$ cat src/hdl/spdl_pkg.sv
// ----------------------------------------------------------------------------
// spdl_pkg
// Shared types and constants of the scanned presence detector / LED driver.
// ----------------------------------------------------------------------------
package spdl_pkg;

  // Fixed field widths
  localparam int FIELD_W = 12;
  localparam int EMIT_W  = 4;
  localparam int LIMIT_W = 8;
  localparam int DWELL_W = 8;
  localparam int FLASH_W = 16;
  localparam int MISM_W  = 8;
  localparam int CODE_W  = 3;

  // Configuration defaults
  localparam logic [LIMIT_W-1:0] DEBOUNCE_RST = 8'd100;
  localparam logic [DWELL_W-1:0] DWELL_RST    = 8'd50;
  localparam logic [FLASH_W-1:0] FLASH_RST    = 16'd500;

  // LED level encoding: bit0 red, bit1 green
  localparam logic [1:0] LVL_OFF   = 2'b00;
  localparam logic [1:0] LVL_RED   = 2'b01;
  localparam logic [1:0] LVL_GREEN = 2'b10;

  // Manual pattern codes (6 and 7 hold the current levels)
  typedef enum logic [CODE_W-1:0] {
    PAT_OFF,
    PAT_RED,
    PAT_GREEN,
    PAT_RED_FLASH,
    PAT_GREEN_FLASH,
    PAT_ALTERNATE
  } pattern_t;

  // Register indexes on the configuration port
  typedef enum logic [2:0] {
    REG_MODE_MASK,
    REG_PATTERN,
    REG_REPORT_EN,
    REG_DEBOUNCE,
    REG_DWELL,
    REG_FLASH
  } reg_idx_t;

  // Per-lane control for one word
  typedef struct packed {
    logic               tick;
    logic               poll;
    logic               level;
    logic               manual;
    pattern_t           code;
    logic               report_en;
    logic [LIMIT_W-1:0] limit;
    logic [FLASH_W-1:0] flash_reload;
  } lane_ctl_t;

  // Per-lane status after one word
  typedef struct packed {
    logic presence;
    logic red;
    logic green;
    logic report;
  } lane_stat_t;

  // Result word, last field in the lowest bits
  typedef struct packed {
    logic               rep_present;
    logic [EMIT_W-1:0]  rep_channel;
    logic               rep_valid;
    logic [FIELD_W-1:0] green;
    logic [FIELD_W-1:0] red;
    logic [FIELD_W-1:0] presence;
    logic [EMIT_W-1:0]  emitter;
  } result_t;

  localparam int RES_W   = $bits(result_t);
  localparam int OUT_D_W = ((RES_W + 7) / 8) * 8;

endpackage

$ cat src/hdl/spdl_lane.sv
// ----------------------------------------------------------------------------
// spdl_lane
// One channel: debounce of the receiver level and the red/green LED driver.
// ----------------------------------------------------------------------------
module spdl_lane
  import spdl_pkg::*;
(
  input  logic       clk,
  input  logic       rst_n,
  input  logic       advance,
  input  lane_ctl_t  ctl,
  output lane_stat_t stat
);

  logic [MISM_W-1:0]  mc_r, mc_nxt, mc_inc;
  logic               stable_r, stable_nxt;
  logic               settled_r, settled_nxt;
  logic               phase_r, phase_nxt;
  logic [FLASH_W-1:0] fc_r, fc_nxt, fc_tick;
  logic [1:0]         led_r, led_nxt;
  logic               toggled;
  logic               report;

  // Debounce the polled level
  always_comb begin
    mc_inc      = mc_r + 1'b1;
    mc_nxt      = mc_r;
    stable_nxt  = stable_r;
    settled_nxt = settled_r;
    report      = 1'b0;
    if (ctl.poll) begin
      if (ctl.level != stable_r) begin
        if (mc_inc >= ctl.limit) begin
          stable_nxt  = ctl.level;
          report      = ctl.report_en & settled_r;
          settled_nxt = 1'b1;
          mc_nxt      = '0;
        end else begin
          mc_nxt = mc_inc;
        end
      end else begin
        mc_nxt = '0;
      end
    end
  end

  // Age the flash timer, then drive the LEDs
  always_comb begin
    fc_tick   = (ctl.tick && fc_r != '0) ? fc_r - 1'b1 : fc_r;
    fc_nxt    = fc_tick;
    phase_nxt = phase_r;
    led_nxt   = led_r;
    toggled   = ~phase_r;
    if (!ctl.manual) begin
      led_nxt = stable_nxt ? LVL_GREEN : LVL_RED;
    end else begin
      case (ctl.code)
        PAT_OFF:   led_nxt = LVL_OFF;
        PAT_RED:   led_nxt = LVL_RED;
        PAT_GREEN: led_nxt = LVL_GREEN;
        PAT_RED_FLASH, PAT_GREEN_FLASH, PAT_ALTERNATE: begin
          if (fc_tick == '0) begin
            phase_nxt = toggled;
            fc_nxt    = ctl.flash_reload;
            if (ctl.code == PAT_RED_FLASH) begin
              led_nxt = toggled ? LVL_RED : LVL_OFF;
            end else if (ctl.code == PAT_GREEN_FLASH) begin
              led_nxt = toggled ? LVL_GREEN : LVL_OFF;
            end else begin
              led_nxt = toggled ? LVL_GREEN : LVL_RED;
            end
          end
        end
        default: led_nxt = led_r;
      endcase
    end
  end

  // Commit on each accepted word
  always_ff @(posedge clk) begin
    if (!rst_n) begin
      mc_r      <= '0;
      stable_r  <= 1'b0;
      settled_r <= 1'b0;
      phase_r   <= 1'b0;
      fc_r      <= '0;
      led_r     <= LVL_OFF;
    end else if (advance) begin
      mc_r      <= mc_nxt;
      stable_r  <= stable_nxt;
      settled_r <= settled_nxt;
      phase_r   <= phase_nxt;
      fc_r      <= fc_nxt;
      led_r     <= led_nxt;
    end
  end

  assign stat.presence = stable_nxt;
  assign stat.red      = led_nxt[0];
  assign stat.green    = led_nxt[1];
  assign stat.report   = report;

endmodule

$ cat src/hdl/spdl_oq.sv
// ----------------------------------------------------------------------------
// spdl_oq
// Two-entry output buffer: output register plus skid register.
// ----------------------------------------------------------------------------
module spdl_oq
  import spdl_pkg::*;
(
  input  logic    clk,
  input  logic    rst_n,
  input  logic    push,
  input  result_t push_data,
  output logic    ready,
  output logic    out_valid,
  input  logic    out_ready,
  output result_t out_data
);

  logic    out_v_r, out_v_nxt;
  logic    skid_v_r, skid_v_nxt;
  result_t out_r, out_nxt;
  result_t skid_r, skid_nxt;
  logic    pop;

  assign pop = out_v_r & out_ready;

  // Move words from skid to output, or straight in
  always_comb begin
    out_v_nxt  = out_v_r;
    skid_v_nxt = skid_v_r;
    out_nxt    = out_r;
    skid_nxt   = skid_r;
    if (!out_v_r || pop) begin
      if (skid_v_r) begin
        out_v_nxt  = 1'b1;
        out_nxt    = skid_r;
        skid_v_nxt = push;
        skid_nxt   = push_data;
      end else begin
        out_v_nxt = push;
        out_nxt   = push_data;
      end
    end else if (push) begin
      skid_v_nxt = 1'b1;
      skid_nxt   = push_data;
    end
  end

  always_ff @(posedge clk) begin
    if (!rst_n) begin
      out_v_r  <= 1'b0;
      skid_v_r <= 1'b0;
    end else begin
      out_v_r  <= out_v_nxt;
      skid_v_r <= skid_v_nxt;
    end
  end

  always_ff @(posedge clk) begin
    out_r  <= out_nxt;
    skid_r <= skid_nxt;
  end

  assign ready     = ~skid_v_r;
  assign out_valid = out_v_r;
  assign out_data  = out_r;

endmodule

$ cat src/hdl/scanned_presence_detector_led_driver_unit.sv
// ----------------------------------------------------------------------------
// scanned_presence_detector_led_driver_unit
// Scanned presence detector with per-channel red/green LED driver.
// ----------------------------------------------------------------------------
// The unit takes one input word per clock when the output buffer has room and
// gives a result word for each. Every channel has its own lane that debounces
// the polled receiver level and runs the LED pattern, all lanes in the same
// cycle; a merging stage gathers presence, LED levels and the change report.
// A two-word output buffer keeps input acceptance going for one more word
// while a result waits downstream. The scan index and dwell timer sit here.
// ----------------------------------------------------------------------------
module scanned_presence_detector_led_driver_unit
  import spdl_pkg::*;
#(
  parameter int CHANNELS = 12
)
(
  input  logic                 clk,
  input  logic                 rst_n,
  // in_tdata: receiver_pins[11:0], zero pad
  input  logic                 in_tvalid,
  output logic                 in_tready,
  input  logic [15:0]          in_tdata,
  // in_tuser: poll[0], ms_tick[1]
  input  logic [1:0]           in_tuser,
  // out_tdata: active_emitter[3:0], presence_mask[15:4], red_leds[27:16],
  // green_leds[39:28], report_valid[40], report_channel[44:41],
  // report_present[45], zero pad
  output logic                 out_tvalid,
  input  logic                 out_tready,
  output logic [OUT_D_W-1:0]   out_tdata,
  input  logic                 cfg_psel,
  input  logic                 cfg_penable,
  input  logic                 cfg_pwrite,
  input  logic [5:0]           cfg_paddr,
  input  logic [63:0]          cfg_pwdata,
  output logic [63:0]          cfg_prdata,
  output logic                 cfg_pready
);

  localparam int IDX_W = $clog2(CHANNELS);

  // Configuration registers
  logic [FIELD_W-1:0]        mode_r;
  logic [CODE_W*FIELD_W-1:0] pattern_r;
  logic                      report_en_r;
  logic [LIMIT_W-1:0]        limit_r;
  logic [DWELL_W-1:0]        dwell_ms_r;
  logic [FLASH_W-1:0]        flash_r;
  reg_idx_t                  cfg_idx;
  logic                      cfg_wr;

  assign cfg_pready = 1'b1;
  assign cfg_idx    = reg_idx_t'(cfg_paddr[5:3]);
  assign cfg_wr     = cfg_psel & cfg_penable & cfg_pwrite;

  always_ff @(posedge clk) begin
    if (!rst_n) begin
      mode_r      <= '0;
      pattern_r   <= '0;
      report_en_r <= 1'b0;
      limit_r     <= DEBOUNCE_RST;
      dwell_ms_r  <= DWELL_RST;
      flash_r     <= FLASH_RST;
    end else if (cfg_wr) begin
      case (cfg_idx)
        REG_MODE_MASK: mode_r      <= cfg_pwdata[FIELD_W-1:0];
        REG_PATTERN:   pattern_r   <= cfg_pwdata[CODE_W*FIELD_W-1:0];
        REG_REPORT_EN: report_en_r <= cfg_pwdata[0];
        REG_DEBOUNCE:  limit_r     <= cfg_pwdata[LIMIT_W-1:0];
        REG_DWELL:     dwell_ms_r  <= cfg_pwdata[DWELL_W-1:0];
        REG_FLASH:     flash_r     <= cfg_pwdata[FLASH_W-1:0];
        default: ;
      endcase
    end
  end

  // Read back
  always_comb begin
    case (cfg_idx)
      REG_MODE_MASK: cfg_prdata = 64'(mode_r);
      REG_PATTERN:   cfg_prdata = 64'(pattern_r);
      REG_REPORT_EN: cfg_prdata = 64'(report_en_r);
      REG_DEBOUNCE:  cfg_prdata = 64'(limit_r);
      REG_DWELL:     cfg_prdata = 64'(dwell_ms_r);
      REG_FLASH:     cfg_prdata = 64'(flash_r);
      default:       cfg_prdata = '0;
    endcase
  end

  // Input word
  logic               in_acc;
  logic               poll, tick;
  logic [FIELD_W-1:0] pins;

  assign in_acc = in_tvalid & in_tready;
  assign pins   = in_tdata[FIELD_W-1:0];
  assign poll   = in_tuser[0];
  assign tick   = in_tuser[1];

  // Scan index and dwell timer
  logic [IDX_W-1:0]   scan_r, scan_nxt;
  logic [DWELL_W-1:0] dwell_r, dwell_nxt, dwell_tick;
  logic               dwell_done;

  always_comb begin
    dwell_tick = (tick && dwell_r != '0) ? dwell_r - 1'b1 : dwell_r;
    dwell_done = poll & (dwell_tick == '0);
    dwell_nxt  = dwell_tick;
    scan_nxt   = scan_r;
    if (dwell_done) begin
      dwell_nxt = dwell_ms_r;
      scan_nxt  = (32'(scan_r) + 1 >= CHANNELS) ? '0 : scan_r + 1'b1;
    end
  end

  always_ff @(posedge clk) begin
    if (!rst_n) begin
      scan_r  <= '0;
      dwell_r <= '0;
    end else if (in_acc) begin
      scan_r  <= scan_nxt;
      dwell_r <= dwell_nxt;
    end
  end

  // Channel lanes
  logic [CHANNELS-1:0] pres_v, red_v, green_v, rep_v;

  for (genvar i = 0; i < CHANNELS; i++) begin : g_lane
    lane_ctl_t  ctl;
    lane_stat_t stat;

    assign ctl.tick         = tick;
    assign ctl.poll         = poll && (scan_r == IDX_W'(i));
    assign ctl.report_en    = report_en_r;
    assign ctl.limit        = limit_r;
    assign ctl.flash_reload = flash_r;

    if (i < FIELD_W) begin : g_field
      assign ctl.level  = pins[i];
      assign ctl.manual = mode_r[i];
      assign ctl.code   = pattern_t'(pattern_r[CODE_W*i +: CODE_W]);
    end else begin : g_beyond
      assign ctl.level  = 1'b0;
      assign ctl.manual = 1'b0;
      assign ctl.code   = PAT_OFF;
    end

    spdl_lane u_lane (
      .clk     (clk),
      .rst_n   (rst_n),
      .advance (in_acc),
      .ctl     (ctl),
      .stat    (stat)
    );

    assign pres_v[i]  = stat.presence;
    assign red_v[i]   = stat.red;
    assign green_v[i] = stat.green;
    assign rep_v[i]   = stat.report;
  end

  // Merge lane results
  result_t res;
  logic    rep_any;

  assign rep_any         = |rep_v;
  assign res.emitter     = EMIT_W'(scan_nxt);
  assign res.presence    = FIELD_W'(pres_v);
  assign res.red         = FIELD_W'(red_v);
  assign res.green       = FIELD_W'(green_v);
  assign res.rep_valid   = rep_any;
  assign res.rep_channel = rep_any ? EMIT_W'(scan_r) : '0;
  assign res.rep_present = |(rep_v & pres_v);

  // Output buffer
  result_t out_res;

  spdl_oq u_oq (
    .clk       (clk),
    .rst_n     (rst_n),
    .push      (in_acc),
    .push_data (res),
    .ready     (in_tready),
    .out_valid (out_tvalid),
    .out_ready (out_tready),
    .out_data  (out_res)
  );

  assign out_tdata = OUT_D_W'(out_res);

  // Checks
  a_one_report: assert property (@(posedge clk) disable iff (!rst_n)
    $onehot0(rep_v))
    else $error("more than one lane reported a change");

  a_report_needs_poll: assert property (@(posedge clk) disable iff (!rst_n)
    in_acc && rep_any |-> poll && report_en_r)
    else $error("change report without poll or with reporting off");

  a_scan_range: assert property (@(posedge clk) disable iff (!rst_n)
    32'(scan_r) < CHANNELS)
    else $error("scan index out of range");

  a_scan_moves: assert property (@(posedge clk) disable iff (!rst_n)
    in_acc && dwell_done |=> scan_r != $past(scan_r))
    else $error("emitter did not advance on dwell expiry");

endmodule
$ cat config.mk
export PLATFORM = sky130hd
export DESIGN_NAME = scanned_presence_detector_led_driver_unit
export DESIGN_NICKNAME = d
export VERILOG_FILES = /design/src/hdl/spdl_pkg.sv /design/src/hdl/spdl_lane.sv /design/src/hdl/spdl_oq.sv /design/src/hdl/scanned_presence_detector_led_driver_unit.sv
export SDC_FILE = /design/constraint.sdc
export NUM_CORES = 2
export LEC_CHECK = 0
export ABC_AREA = 1
export BUFFER_PORTS_ARGS = -buffer_cell sky130_fd_sc_hd__buf_4
export CAP_MARGIN = 0
export CORE_MARGIN = 10
export CORE_UTILIZATION = 56
export CTS_BUF_LIST = sky130_fd_sc_hd__clkbuf_8 sky130_fd_sc_hd__clkbuf_16
export DETAILED_ROUTE_END_ITERATION = 16
export PLACE_DENSITY = 0.8
export SLEW_MARGIN = 10
export SYNTH_ARGS = -nofsm -noshare
export SYNTH_HDL_FRONTEND = slang
export SYNTH_SLANG_ARGS = --single-unit
$ cat constraint.sdc
create_clock -name clk -period 5.3 [get_ports clk]
set_input_delay 0.265 -clock clk [delete_from_list [all_inputs] [get_ports clk]]
set_output_delay 0.265 -clock clk [all_outputs]
set_load 0.01 [all_outputs]
==> impl_metrics.tcl <==
set metrics [dict create \
    status "finished, final reports clean" \
    worst_clock_skew_ns 0.0370 \
    dr.pass1.iters 6 \
    stdcell_area_sq_um 38800 \
    crit_chain "nand3_1 > inv_1 > nand4_1 > nor2_1 > xnor2_1 > inv_1 > ha_1 > nand2_1 > nor2_1 > nand4_1 > nand3_1 > nand2_1 > o21ai_0 > buf_4 > nor2_1 > inv_1 > nand2_1 > nand2_1 > nand2_1" \
    grt_pass1_vias 32500 \
    start_kind "register" \
    nets 5751 \
    finalCriticalPeriod_ns 3.59 \
    crit_fanout 4 \
    synth_top_family_by_area "simple AND/OR/NAND/NOR gates" \
    cp_common_cell "nand2_1" \
    setup_viol 0 \
    root_buffer "clkbuf_16" \
    cts_sinks 535 \
    h-tree-depth 2 \
    synthesis.area_sq_um 35200 \
    yosysWarnings 0 \
    vias 35700 \
    drtIter0Drc 3383 \
    slowest_delay_ns 0.52 \
    seqCellArea_sq_um 11600 \
    route.detailed.drc 0 \
    grt_max_degree 215 \
    overflow 0 \
    yosysTopAreaCell "dfxtp_1" \
    dpl-instance-area_sq_um 36400 \
    slowest_stage "o21ai_0" \
    io_pins 210 \
    grt_usage 0.285 \
    critPathArrivalTime_ns 3.99 \
    finalSetupTns_ns 0 \
    synth_mux_area_frac 0 \
    numCtsBuffers 59 \
    finalWirelength_mm 109 \
    end_kind "register" \
    final_util 0.627 \
    post-route-period-util 0.678 \
    grt_pass1_wl_mm 172 \
    syn-instance-count 5449 \
    nFillCells 5719 \
    cts_buffer_depth 3 \
    cts_tree "yes" \
    synthSimpleGateAreaFrac 0.350 \
    route.detailed.vias_per_inst 5.56 \
    die_x_microns 271 \
    irDropWorstVdd_mv 0.301 \
    antenna_found_initial 5 \
    clk_latency_ns 0.67 \
    slew_violations 0 \
    crit_type "reg2reg" \
    core-area_sq_um 61900 \
    ys_ff_latch 535 \
    syn_area_per_cell_sq_um 6.45 \
    drive_gt1_frac 0.0787 \
    rows 91 \
    cts_setup_buffers 0 \
    hold_class "in2reg" \
    path_clk_slew_ns 0.06 \
    synth_top_area_frac 0.252 \
    syn2layout_area_growth_pct 10.4 \
    port_buffers 143 \
    ant_nets 0 \
    routabilityCongestion 0.963 \
    worst_pin_slew_ns 1.24 \
    maxCapViolations 0 \
    ys_seq_area_frac 0.331 \
    cts-resized-gates 0 \
    synth_xor_area_frac 0.0394 \
    hpwl_mm 74.0 \
    p_leak_nw 17.9 \
    synth_area_leaders "dfxtp_1 (25%), nand2_1 (18%), nor2_1 (8.1%)" \
    final_hold_viol_count 0 \
    rsz0062_at_grt "no" \
    max_freq_ghz 0.278 \
    synth-compound-area-share 0.149 \
    fp.dieArea_sq_um 73200 \
    synth_fa_ha_area_frac 0.0452 \
    r2r_slack_ns 1.71 \
    hold_buffers 40 \
    initial_core_util 0.568 \
    synth_cell_types 49 \
    max_slew_margin 0.175 \
    wl_per_cell_microns 17.0 \
    cp.required_ns 5.70 \
    multi_input_area_sq_um 20700 \
    fp.dieH_microns 271 \
    power_density_nw_per_um2 286 \
]
-- cells in the final DEF (no fill, tap or decap), types with 28 or more instances in the layout --
| cell | netlist | layout |
|---|---|---|
| nand2_1 | 1699 | 1697 |
| nor2_1 | 757 | 757 |
| inv_1 | 462 | 470 |
| dfxtp_1 | 443 | 442 |
| a21oi_1 | 420 | 420 |
| o21ai_0 | 415 | 414 |
| nand3_1 | 207 | 207 |
| buf_4 | 38 | 168 |
| ha_1 | 127 | 127 |
| xor2_1 | 106 | 106 |
| edfxtp_1 | 92 | 92 |
| nand3b_1 | 80 | 80 |
| nand2_2 | 60 | 61 |
| nand4_1 | 60 | 60 |
| clkbuf_16 | 0 | 59 |
| xnor2_1 | 52 | 52 |
| nor2_2 | 40 | 40 |
| dlygate4sd3_1 | 0 | 40 |
| a22oi_1 | 38 | 38 |
| conb_1 | 2 | 31 |
| a31oi_1 | 28 | 28 |
-- layer usage --
metal | track usage | wire, microns
met2 | 0.463 | 49200
met3 | 0.0519 | 9680
met4 | 0.136 | 5620
met1 | 0.360 | 44700
met5 | 0 | 34
-- where the power goes --
group          switching [mW]  total (mW)  internal, mW  leakage [nW]
registers               0.226        4.58          4.35          4.53
clock network            1.84        4.20          2.36          1.00
logic                    1.54        2.32         0.781          12.4
total                    3.60        11.1          7.50          17.9
-- cell families (layout without fill, tap and decap cells) --
group                    Yosys count  count (layout)
flip-flops                       535             535
XOR/XNOR                         158             158
AO/OA/AOI/OAI                    976             976
other                              2              33
buffers and inverters            699             798
AND/OR/NAND/NOR                 2952            2952
adder cells (fa/ha/maj)          127             127
-- worst paths after layout --
kind	from	end	cells past startpoint
worst max-delay path	g_lane[11].u_lane.mc_r[2]	u_oq.out_data[39]	19
worst min-delay path	cfg_pwdata[31]	pattern_r[31]	3
worst max register to register	g_lane[11].u_lane.mc_r[2]	u_oq.out_data[39]	19
worst min register to register	g_lane[5].u_lane.settled_r	g_lane[5].u_lane.settled_r	2
-- worst max-delay path, delay by kind of cell (launching register included) --
family | cells | cell delay, ns
AO/OA/AOI/OAI | 1 | 0.52
XOR/XNOR | 1 | 0.13
adder cells (fa/ha/maj) | 1 | 0.29
buffers and inverters | 4 | 0.54
flip-flops | 1 | 0.39
AND/OR/NAND/NOR | 12 | 1.44
-- area by class of cell --
cell class              instances  area share
inverters                     479      0.0467
multi-input cells            4244       0.532
repair buffers                210      0.0436
well taps                     837      0.0270
diodes                          2    0.000129
clock buffers                  68      0.0412
flip-flops and latches        535       0.300
clock inverters                41     0.00948
-- state kept, by name, indices dropped and copies added (netlist names) --
register,count
g_lane.u_lane.mc_r,96
u_oq.out_valid,1
report_en_r,1
pattern_r,36
mode_r,12
g_lane.u_lane.led_r,24
scan_r,4
u_oq.skid_v_r,1
g_lane.u_lane.settled_r,12
g_lane.u_lane.phase_r,12
flash_r,16
u_oq.out_data,46
g_lane.u_lane.fc_r,192
dwell_r,8
u_oq.skid_r,46
limit_r,8
dwell_ms_r,8
g_lane.u_lane.stable_r,12
-- cell usage after synthesis, drive strengths merged --
| library cell | instances |
|---|---|
| o21ai | 420 |
| o2111ai | 1 |
| a221oi | 3 |
| nand3b | 80 |
| o211ai | 8 |
| a31oi | 28 |
| a21oi | 446 |
| nand4 | 60 |
| xor2 | 106 |
| nor3b | 4 |
| dfxtp | 443 |
| a311oi | 1 |
| o22ai | 8 |
| o211a | 1 |
| nand3 | 208 |
| ha | 127 |
| and2 | 1 |
| nand2 | 1768 |
| o21a | 13 |
| o31ai | 2 |
| nor3 | 23 |
| buf | 88 |
| nor2 | 802 |
| clkinv | 4 |
| xnor2 | 52 |
| inv | 475 |
| nor4 | 2 |
| o221ai | 7 |
| a22oi | 38 |
| edfxtp | 92 |
| clkbuf | 132 |
| conb | 2 |
| or2 | 4 |
-- metrics by stage --
step | instances | hold slack, ns | total power, mW | worst slack, ns
finish | 6416 | 0.0410 | 11.1 | 1.71
global route | 6416 | 0.0517 | 11.6 | 1.45
detailed placement | 6265 | 0.455 | 6.90 | 1.70
CTS | 6414 | 0.0129 | 11.1 | 1.72
floorplan | 5478 | 0.391 | 6.35 | 1.17
global placement | 6265 | 0.448 | 6.86 | 1.81
No activity file was read; power rests on OpenSTA's default activity.
